$ cat src/rtl/axf_pkg.sv
// Shared types and constants for the 32-bit integer ALU with arithmetic flags.
package axf_pkg;

  // Architectural sizes
  localparam int unsigned NUM_REGS    = 16;
  localparam int unsigned REG_IDX_W   = $clog2(NUM_REGS);
  localparam int unsigned QUEUE_DEPTH = 2;
  localparam int unsigned QUEUE_PTR_W = $clog2(QUEUE_DEPTH);
  localparam int unsigned QUEUE_CNT_W = $clog2(QUEUE_DEPTH + 1);

  // Function codes as seen on the input port
  localparam logic [3:0] FUNC_ADD = 4'd0;
  localparam logic [3:0] FUNC_SUB = 4'd1;
  localparam logic [3:0] FUNC_AND = 4'd2;
  localparam logic [3:0] FUNC_OR  = 4'd3;
  localparam logic [3:0] FUNC_XOR = 4'd4;
  localparam logic [3:0] FUNC_MOV = 4'd5;
  localparam logic [3:0] FUNC_INC = 4'd6;
  localparam logic [3:0] FUNC_DEC = 4'd7;
  localparam logic [3:0] FUNC_NOT = 4'd8;
  localparam logic [3:0] FUNC_NEG = 4'd9;

  // Flag bit positions
  localparam int unsigned FL_CF = 0;
  localparam int unsigned FL_PF = 1;
  localparam int unsigned FL_AF = 2;
  localparam int unsigned FL_ZF = 3;
  localparam int unsigned FL_SF = 4;
  localparam int unsigned FL_OF = 5;

  // Decoded operation
  typedef enum logic [3:0] {
    OP_ADD,
    OP_SUB,
    OP_AND,
    OP_OR,
    OP_XOR,
    OP_MOV,
    OP_INC,
    OP_DEC,
    OP_NOT,
    OP_NEG,
    OP_NOP
  } op_e;

  // One decoded instruction as it travels through the queue
  typedef struct packed {
    op_e         op;
    logic [3:0]  dst_reg;
    logic [3:0]  src_reg;
    logic        use_imm;
    logic [31:0] imm_value;
    logic [3:0]  insn_length;
    logic        event_pending;
  } insn_t;

endpackage

$ cat src/rtl/x86_alu32_with_flags_core.sv
// Top level of the 32-bit integer ALU with arithmetic flags.
// Executes one register instruction (add, sub, and, or, xor, mov, inc, dec, not,
// neg) per transfer in and returns one result per instruction, in order. The core
// sustains one instruction per cycle while the output side does not stall,
// dependent instructions included, since the register write of the retiring
// instruction is forwarded into the next one. An accepted instruction is written
// into the two-entry instruction queue, then moved into the execute stage as its
// operands are read from the register file, after which the adder and flag logic
// are captured in the result register. The sixteen registers, flags, instruction
// pointer and retired count are cleared by reset; inc and dec keep CF, logic
// operations clear OF, CF and AF, and mov and not leave all flags as they were.
module x86_alu32_with_flags_core import axf_pkg::*; (
  input  logic        clk_i,
  input  logic        rst_ni,
  input  logic        in_valid_i,
  output logic        in_ready_o,
  input  logic [3:0]  func_i,
  input  logic [3:0]  dst_reg_i,
  input  logic [3:0]  src_reg_i,
  input  logic        use_imm_i,
  input  logic [31:0] imm_value_i,
  input  logic [3:0]  insn_length_i,
  input  logic        event_pending_i,
  output logic        out_valid_o,
  input  logic        out_ready_i,
  output logic [31:0] result_value_o,
  output logic [5:0]  flags_out_o,
  output logic [63:0] next_ip_o,
  output logic        stop_trace_o
);

  logic  push_valid, push_ready, pop_valid, pop_ready;
  insn_t push_insn, pop_insn;

  // Decode
  axf_front u_front (
    .in_valid_i      (in_valid_i),
    .in_ready_o      (in_ready_o),
    .func_i          (func_i),
    .dst_reg_i       (dst_reg_i),
    .src_reg_i       (src_reg_i),
    .use_imm_i       (use_imm_i),
    .imm_value_i     (imm_value_i),
    .insn_length_i   (insn_length_i),
    .event_pending_i (event_pending_i),
    .push_valid_o    (push_valid),
    .push_ready_i    (push_ready),
    .push_insn_o     (push_insn)
  );

  // Decouple decode from execute
  axf_queue u_queue (
    .clk_i        (clk_i),
    .rst_ni       (rst_ni),
    .push_valid_i (push_valid),
    .push_ready_o (push_ready),
    .push_insn_i  (push_insn),
    .pop_valid_o  (pop_valid),
    .pop_ready_i  (pop_ready),
    .pop_insn_o   (pop_insn)
  );

  // Execute and retire
  axf_back u_back (
    .clk_i          (clk_i),
    .rst_ni         (rst_ni),
    .pop_valid_i    (pop_valid),
    .pop_ready_o    (pop_ready),
    .pop_insn_i     (pop_insn),
    .out_valid_o    (out_valid_o),
    .out_ready_i    (out_ready_i),
    .result_value_o (result_value_o),
    .flags_out_o    (flags_out_o),
    .next_ip_o      (next_ip_o),
    .stop_trace_o   (stop_trace_o)
  );

endmodule

$ cat src/rtl/axf_front.sv
// Front end: accept instructions and decode the function code.
module axf_front import axf_pkg::*; (
  input  logic        in_valid_i,
  output logic        in_ready_o,
  input  logic [3:0]  func_i,
  input  logic [3:0]  dst_reg_i,
  input  logic [3:0]  src_reg_i,
  input  logic        use_imm_i,
  input  logic [31:0] imm_value_i,
  input  logic [3:0]  insn_length_i,
  input  logic        event_pending_i,
  output logic        push_valid_o,
  input  logic        push_ready_i,
  output insn_t       push_insn_o
);

  op_e op;

  // Map function codes onto operations; unused codes retire as no-ops
  always_comb begin
    case (func_i)
      FUNC_ADD: op = OP_ADD;
      FUNC_SUB: op = OP_SUB;
      FUNC_AND: op = OP_AND;
      FUNC_OR:  op = OP_OR;
      FUNC_XOR: op = OP_XOR;
      FUNC_MOV: op = OP_MOV;
      FUNC_INC: op = OP_INC;
      FUNC_DEC: op = OP_DEC;
      FUNC_NOT: op = OP_NOT;
      FUNC_NEG: op = OP_NEG;
      default:  op = OP_NOP;
    endcase
  end

  // Build the queue entry
  always_comb begin
    push_insn_o.op            = op;
    push_insn_o.dst_reg       = dst_reg_i;
    push_insn_o.src_reg       = src_reg_i;
    push_insn_o.use_imm       = use_imm_i;
    push_insn_o.imm_value     = imm_value_i;
    push_insn_o.insn_length   = insn_length_i;
    push_insn_o.event_pending = event_pending_i;
  end

  assign push_valid_o = in_valid_i;
  assign in_ready_o   = push_ready_i;

endmodule

$ cat src/rtl/axf_queue.sv
// Short instruction queue between the front end and the execute back end.
module axf_queue import axf_pkg::*; (
  input  logic  clk_i,
  input  logic  rst_ni,
  input  logic  push_valid_i,
  output logic  push_ready_o,
  input  insn_t push_insn_i,
  output logic  pop_valid_o,
  input  logic  pop_ready_i,
  output insn_t pop_insn_o
);

  insn_t                  mem_q [QUEUE_DEPTH];
  logic [QUEUE_PTR_W-1:0] wr_ptr_q, wr_ptr_d;
  logic [QUEUE_PTR_W-1:0] rd_ptr_q, rd_ptr_d;
  logic [QUEUE_CNT_W-1:0] count_q, count_d;
  logic                   push, pop;

  assign push_ready_o = (count_q != QUEUE_CNT_W'(QUEUE_DEPTH));
  assign pop_valid_o  = (count_q != '0);
  assign pop_insn_o   = mem_q[rd_ptr_q];
  assign push         = push_valid_i && push_ready_o;
  assign pop          = pop_valid_o && pop_ready_i;

  // Advance pointers and occupancy
  always_comb begin
    wr_ptr_d = wr_ptr_q;
    rd_ptr_d = rd_ptr_q;
    count_d  = count_q;
    if (push) begin
      wr_ptr_d = (wr_ptr_q == QUEUE_PTR_W'(QUEUE_DEPTH - 1)) ? '0 : wr_ptr_q + 1'b1;
    end
    if (pop) begin
      rd_ptr_d = (rd_ptr_q == QUEUE_PTR_W'(QUEUE_DEPTH - 1)) ? '0 : rd_ptr_q + 1'b1;
    end
    case ({push, pop})
      2'b10:   count_d = count_q + 1'b1;
      2'b01:   count_d = count_q - 1'b1;
      default: count_d = count_q;
    endcase
  end

  always_ff @(posedge clk_i or negedge rst_ni) begin
    if (!rst_ni) begin
      wr_ptr_q <= '0;
      rd_ptr_q <= '0;
      count_q  <= '0;
    end else begin
      wr_ptr_q <= wr_ptr_d;
      rd_ptr_q <= rd_ptr_d;
      count_q  <= count_d;
    end
  end

  // Store entries on transfer in
  always_ff @(posedge clk_i) begin
    if (push) begin
      mem_q[wr_ptr_q] <= push_insn_i;
    end
  end

endmodule

$ cat src/rtl/axf_back.sv
// Back end: register read, execute with flags, write back and result register.
module axf_back import axf_pkg::*; (
  input  logic        clk_i,
  input  logic        rst_ni,
  input  logic        pop_valid_i,
  output logic        pop_ready_o,
  input  insn_t       pop_insn_i,
  output logic        out_valid_o,
  input  logic        out_ready_i,
  output logic [31:0] result_value_o,
  output logic [5:0]  flags_out_o,
  output logic [63:0] next_ip_o,
  output logic        stop_trace_o
);

  // Architectural state
  logic [31:0] rf_q [NUM_REGS];
  logic [5:0]  flags_q, flags_d;
  logic [63:0] ip_q, ip_d;
  logic [63:0] retired_q;

  // Execute stage
  logic        ex_valid_q;
  insn_t       ex_q;
  logic [31:0] rd_a_q, rd_b_q;
  logic        ex_fire;

  // Last register write, for forwarding into the execute stage
  logic                 lw_valid_q;
  logic [REG_IDX_W-1:0] lw_idx_q;
  logic [31:0]          lw_data_q;

  // Result register
  logic        out_valid_q;
  logic [31:0] result_q;
  logic [5:0]  flags_out_q;
  logic [63:0] next_ip_q;
  logic        stop_q;

  logic        pop_a_ok, pop_b_ok, dst_ok;
  logic [31:0] a, b, op_a, op_b, b_x, r;
  logic [32:0] sum;
  logic        sub, arith, logic_op, keep_cf, wr_en;
  logic        cf, af, of_bit, pf, zf, sf;

  assign ex_fire     = ex_valid_q && (!out_valid_q || out_ready_i);
  assign pop_ready_o = !ex_valid_q || ex_fire;

  assign pop_a_ok = ({1'b0, pop_insn_i.dst_reg} < 5'(NUM_REGS));
  assign pop_b_ok = ({1'b0, pop_insn_i.src_reg} < 5'(NUM_REGS));
  assign dst_ok   = ({1'b0, ex_q.dst_reg} < 5'(NUM_REGS));

  // Load the execute stage and read the register file on transfer out of the queue
  always_ff @(posedge clk_i or negedge rst_ni) begin
    if (!rst_ni) begin
      ex_valid_q <= 1'b0;
    end else if (pop_valid_i && pop_ready_o) begin
      ex_valid_q <= 1'b1;
    end else if (ex_fire) begin
      ex_valid_q <= 1'b0;
    end
  end

  always_ff @(posedge clk_i) begin
    if (pop_valid_i && pop_ready_o) begin
      ex_q   <= pop_insn_i;
      rd_a_q <= pop_a_ok ? rf_q[pop_insn_i.dst_reg[REG_IDX_W-1:0]] : '0;
      rd_b_q <= pop_b_ok ? rf_q[pop_insn_i.src_reg[REG_IDX_W-1:0]] : '0;
    end
  end

  // Forward the write that retired in the same cycle as the read
  always_comb begin
    a = rd_a_q;
    if (lw_valid_q && dst_ok && (lw_idx_q == ex_q.dst_reg[REG_IDX_W-1:0])) begin
      a = lw_data_q;
    end
    b = rd_b_q;
    if (lw_valid_q && ({1'b0, ex_q.src_reg} < 5'(NUM_REGS)) &&
        (lw_idx_q == ex_q.src_reg[REG_IDX_W-1:0])) begin
      b = lw_data_q;
    end
    if (ex_q.use_imm) begin
      b = ex_q.imm_value;
    end
  end

  // Select adder operands and the kind of flag update
  always_comb begin
    op_a     = a;
    op_b     = b;
    sub      = 1'b0;
    arith    = 1'b0;
    logic_op = 1'b0;
    keep_cf  = 1'b0;
    wr_en    = 1'b1;
    r        = a;
    case (ex_q.op)
      OP_ADD: arith = 1'b1;
      OP_SUB: begin
        arith = 1'b1;
        sub   = 1'b1;
      end
      OP_INC: begin
        arith   = 1'b1;
        op_b    = 32'd1;
        keep_cf = 1'b1;
      end
      OP_DEC: begin
        arith   = 1'b1;
        sub     = 1'b1;
        op_b    = 32'd1;
        keep_cf = 1'b1;
      end
      OP_NEG: begin
        arith = 1'b1;
        sub   = 1'b1;
        op_a  = 32'd0;
        op_b  = a;
      end
      OP_AND: begin
        logic_op = 1'b1;
        r        = a & b;
      end
      OP_OR: begin
        logic_op = 1'b1;
        r        = a | b;
      end
      OP_XOR: begin
        logic_op = 1'b1;
        r        = a ^ b;
      end
      OP_MOV:  r = b;
      OP_NOT:  r = ~a;
      default: wr_en = 1'b0;
    endcase
    b_x = op_b ^ {32{sub}};
    sum = {1'b0, op_a} + {1'b0, b_x} + {32'd0, sub};
    if (arith) begin
      r = sum[31:0];
    end
  end

  // Compute flags by x86 rules
  always_comb begin
    pf     = ~^r[7:0];
    zf     = (r == '0);
    sf     = r[31];
    cf     = sum[32] ^ sub;
    af     = op_a[4] ^ op_b[4] ^ r[4];
    of_bit = sub ? ((op_a[31] ^ op_b[31]) & (op_a[31] ^ r[31]))
                 : ((op_a[31] ^ r[31]) & (op_b[31] ^ r[31]));
    if (keep_cf) begin
      cf = flags_q[FL_CF];
    end
    flags_d = flags_q;
    if (arith) begin
      flags_d = {of_bit, sf, zf, af, pf, cf};
    end else if (logic_op) begin
      flags_d = {1'b0, sf, zf, 1'b0, pf, 1'b0};
    end
    ip_d = ip_q + {60'd0, ex_q.insn_length};
  end

  // Retire: update state and the forwarding record
  always_ff @(posedge clk_i or negedge rst_ni) begin
    if (!rst_ni) begin
      flags_q    <= '0;
      ip_q       <= '0;
      retired_q  <= '0;
      lw_valid_q <= 1'b0;
    end else if (ex_fire) begin
      flags_q   <= flags_d;
      ip_q      <= ip_d;
      retired_q <= retired_q + 64'd1;
      if (wr_en && dst_ok) begin
        lw_valid_q <= 1'b1;
      end
    end
  end

  always_ff @(posedge clk_i) begin
    if (ex_fire && wr_en && dst_ok) begin
      lw_idx_q  <= ex_q.dst_reg[REG_IDX_W-1:0];
      lw_data_q <= r;
    end
  end

  // Register file, cleared by reset
  always_ff @(posedge clk_i or negedge rst_ni) begin
    if (!rst_ni) begin
      for (int i = 0; i < NUM_REGS; i++) begin
        rf_q[i] <= '0;
      end
    end else if (ex_fire && wr_en && dst_ok) begin
      rf_q[ex_q.dst_reg[REG_IDX_W-1:0]] <= r;
    end
  end

  // Hold the result until the transfer out
  always_ff @(posedge clk_i or negedge rst_ni) begin
    if (!rst_ni) begin
      out_valid_q <= 1'b0;
    end else if (ex_fire) begin
      out_valid_q <= 1'b1;
    end else if (out_ready_i) begin
      out_valid_q <= 1'b0;
    end
  end

  always_ff @(posedge clk_i) begin
    if (ex_fire) begin
      result_q    <= r;
      flags_out_q <= flags_d;
      next_ip_q   <= ip_d;
      stop_q      <= ex_q.event_pending;
    end
  end

  assign out_valid_o    = out_valid_q;
  assign result_value_o = result_q;
  assign flags_out_o    = flags_out_q;
  assign next_ip_o      = next_ip_q;
  assign stop_trace_o   = stop_q;

endmodule

$ cat config.mk
export PLATFORM = sky130hd
export DESIGN_NAME = x86_alu32_with_flags_core
export DESIGN_NICKNAME = d
export VERILOG_FILES = /design/src/rtl/axf_pkg.sv /design/src/rtl/x86_alu32_with_flags_core.sv /design/src/rtl/axf_front.sv /design/src/rtl/axf_queue.sv /design/src/rtl/axf_back.sv
export SDC_FILE = /design/constraint.sdc
export NUM_CORES = 2
export LEC_CHECK = 0
export BUFFER_PORTS_ARGS = -buffer_cell sky130_fd_sc_hd__buf_2
export CAP_MARGIN = 20
export CORE_ASPECT_RATIO = 0.7
export CORE_MARGIN = 2
export CORE_UTILIZATION = 32
export CTS_BUF_LIST = sky130_fd_sc_hd__clkbuf_8
export DETAILED_ROUTE_END_ITERATION = 6
export MAX_ROUTING_LAYER = met4
export PLACE_DENSITY = 0.53
export SLEW_MARGIN = 20
export SYNTH_ARGS = -nofsm -noshare
export SYNTH_HDL_FRONTEND = slang
export SYNTH_SLANG_ARGS = --single-unit
$ cat constraint.sdc
create_clock -name clk_i -period 7.2 [get_ports clk_i]
set_clock_uncertainty 0.05 [all_clocks]
set_input_delay 0.36 -clock clk_i [delete_from_list [all_inputs] [get_ports clk_i]]
set_output_delay 0.36 -clock clk_i [all_outputs]
set_load 0.01 [all_outputs]
==> flow_summary.ini <==
[synth]
avgSynthCellArea_sq_um = 8.72
netlist_instances = 5756
synth_common_cells = nand2_1, dfrtp_1, nand3_1
synth_ff_type = dfrtp_1
synth_edf_count = 353
ys_ff_latch = 942
synth.most_common_cell = nand2_1
ys_top_cells_by_area = dfrtp_1, edfxtp_1, nand2_1, nand3_1, o21ai_0
syn-num-nets = 5916
synth_top_area_share_pct = 29.4
netlist_area_sq_um = 50200
synth_area_leader_cell = dfrtp_1
ys_warn_count = 0
synth_cell_types = 84
ys_seq_area_share_pct = 50.5
async_reset_ff_share_pct = 62.5

[setup_path]
cpPeakStageDelay_ns = 0.52
crit_family = compound AO/OA/AOI/OAI gates
startpoint_type = flop
end_kind = flop
crit_path_max_fanout = 15
crit_required_ns = 7.87
slowest_stage = ha_1
crit_chain = buf_4, xnor2_1, nand3_1, nor2_4, buf_4, buf_4, mux2i_1, o22ai_1, xnor2_1, ha_1, a21oi_1, o211ai_1, or3b_2, a21boi_1, o221ai_1, a21oi_1, xnor2_1, a21oi_2, nor4_1, nand4_1, o41ai_1
path_class = flop to flop
path_buf_inv = 3
worstPathArrival_ns = 7.21

[clock_network]
clockBufferDepth = 3
cts_resized = 0
cts_max_level = 4
cts_tree = built
clk_pin_slew_ns = 0.07
postCtsSetupBuffers = 0
worstSkewPairLatency_ns = 0.92
root_buffer = clkbuf_8
cts.sinks = 942
numCtsBuffers = 153

[finish]
area_growth_pct = 14.0
multi_input_area_sq_um = 23000
nets = 5995
nFillCells = 15900
design_area_sq_um = 57200
drive_gt1_share_pct = 11.8
utilization_pct = 36.8
seqCellArea_sq_um = 25300

[drt]
vias = 44300
remaining_drc_errors = 0
via_per_inst = 5.49
drtIter0Drc = 5524
ant_nets = 0
wl_per_cell_microns = 23.6
routed_wirelength_mm = 190
drt_pass1_iterations = 6

[run]
drv_cap = 0

[floorplanning]
num_rows = 121
die_area_sq_um = 160000
core_sq_um = 156000
die_h_microns = 335
io_pins = 159
start_util_pct = 32.3
die_w_microns = 477

[sta]
finalHoldViolCount = 0
slew_headroom_pct = 22.7
rsz0062_at_grt = false
period_minus_slack_ns = 6.55
period_share_pct = 90.9
setup_viol_count_final = 0
fin_setup_tns_ns = 0
max_freq_ghz = 0.153
slew_violations = 0
worstMarginPinSlew_ns = 1.14

[global_routing]
grt_max_degree = 170
overflow = 0
grt_pass1_vias = 41700
antenna_found_initial = 16
grt_pass1_wl_mm = 280
grt.total_usage_pct = 23.8

[placement]
gp_congestion = 0.953
io_buffers = 158
dpl_cell_area_sq_um = 53500
hpwl_mm = 118

[hold_path]
min_path_type = input port to flop

[status]
outcome = finished clean
-- path summary, 6_finish.rpt --
path                                           start                              end  slack (ns)  depth (start not counted)
hold reg to reg             u_back.ex_q[0]$_DFFE_PP_    u_back.stop_trace_o$_DFFE_PP_        0.37                          0
hold / removal                          src_reg_i[1]   u_queue.mem_q[0][39]$_DFFE_PP_        0.12                          2
max in group asynchronous                     rst_ni     u_back.rf_q[106]$_DFFE_PN0P_        4.66                          5
setup reg to reg           u_back.ex_q[45]$_DFFE_PP_  u_back.flags_out_o[3]$_DFFE_PP_        0.65                         21
setup / recovery           u_back.ex_q[45]$_DFFE_PP_  u_back.flags_out_o[3]$_DFFE_PP_        0.65                         21
min in group asynchronous                     rst_ni    u_back.flags_q[4]$_DFFE_PN0P_        0.50                          3
-- layer usage --
| layer | vias up | part of all wire (%) | GRT usage [%] |
|---|---|---|---|
| met4 | 0 | 2.6 | 7.06 |
| met1 | 21800 | 48 | 35.5 |
| li1 | 20000 | - | - |
| met5 | - | 0 | - |
| met3 | 341 | 8.7 | 3.94 |
| met2 | 2142 | 41 | 32.7 |
-- kinds of logic after synthesis --
| kind of cell | after synthesis | share of synthesized area (%) |
|---|---|---|
| fa+ha+maj | 106 | 2.67 |
| compound gates | 917 | 11.5 |
| flops | 942 | 50.5 |
| xor+xnor | 187 | 3.26 |
| simple gates | 2873 | 24.1 |
| buf+inv | 550 | 4.18 |
| mux | 181 | 3.88 |
-- per-stage QoR --
step	setup slack [ns]	hold WS, ns	std cells
after floorplan	1.58	0.0144	5756
after global placement	0.996	0.355	7715
after detailed placement	0.802	0.358	7715
after CTS	0.799	0.0251	8059
after global routing	0.319	0.0930	8064
final	0.654	0.123	8068
-- state kept, by name, indices dropped and copies added, names as in the netlist, 2 cells and up --
register and cells:
u_back.rd_b_q 32, u_back.flags_q 6, u_back.flags_out_o 6, u_back.result_value_o 32, u_queue.count_q 2, u_back.rf_q 512, u_back.lw_data_q 32, u_back.ip_q 64
u_back.rd_a_q 32, u_back.ex_q 50, u_queue.mem_q 100, u_back.lw_idx_q 4, u_back.next_ip_o 64
-- worst register-to-register path: cells and delay by family (launching register included) --
family / cells / cell delay (ns)
AOI/OAI and AO/OA: 8 / 1.86
xor gates and xnor gates: 3 / 0.55
adders and majority gates: 1 / 0.52
buffers and inverters: 3 / 0.92
DFF: 1 / 0.37
muxes: 1 / 0.47
and+or+nand+nor: 5 / 1.60
-- cells in the final DEF (no fill, tap or decap), types with 9 or more instances in the layout --
master         netlist  final
a211oi_1            12     11
a21o_1              26     26
a21oi_1             93     92
a221oi_1             9      9
a22oi_1             11     11
a311oi_1           130    130
a31oi_1             75     75
and2_1               9      9
and3_1              85     84
buf_12               0     14
buf_2               16    157
buf_4                2    130
clkbuf_8             0    178
clkinv_1             2     15
clkinv_2             0     15
dfrtp_1            589    588
diode_2              0      9
dlygate4sd3_1        0     55
edfxtp_1           353    353
ha_1               104    104
inv_1              110    164
mux2_2             110    110
mux2i_1             71     63
nand2_1           1904   1890
nand2_2              0     14
nand2b_1            21     21
nand3_1            557    553
nand4_1             26     26
nor2_1             180    175
nor2b_1             11     11
nor3_1              38     33
o211ai_1            13     13
o21a_1              15     15
o21ai_0            405    405
o21ai_1             20     19
o22ai_1             30     30
xnor2_1            104    104
xor2_1              83     83
-- layout make-up --
| cell class | count | area share [%] |
|---|---|---|
| diodes | 9 | 0.0393 |
| flip-flops and latches | 942 | 44.3 |
| well taps | 2091 | 4.57 |
| clock inverters | 110 | 1.21 |
| inverters | 117 | 0.811 |
| repair buffers | 357 | 4.56 |
| clock buffers | 178 | 4.28 |
| multi-input cells | 4264 | 40.3 |
-- what timing repair did --
| item | in CTS | in global routing |
|---|---|---|
| endpoints found under the setup margin | 0 | 0 |
| hold endpoints to repair | 173 | 0 |
| hold buffers | 56 | 0 |
Power is left out: the tool's default activity adds up to more than one toggle a clock period on the data nets, which glitch-free logic cannot reach.
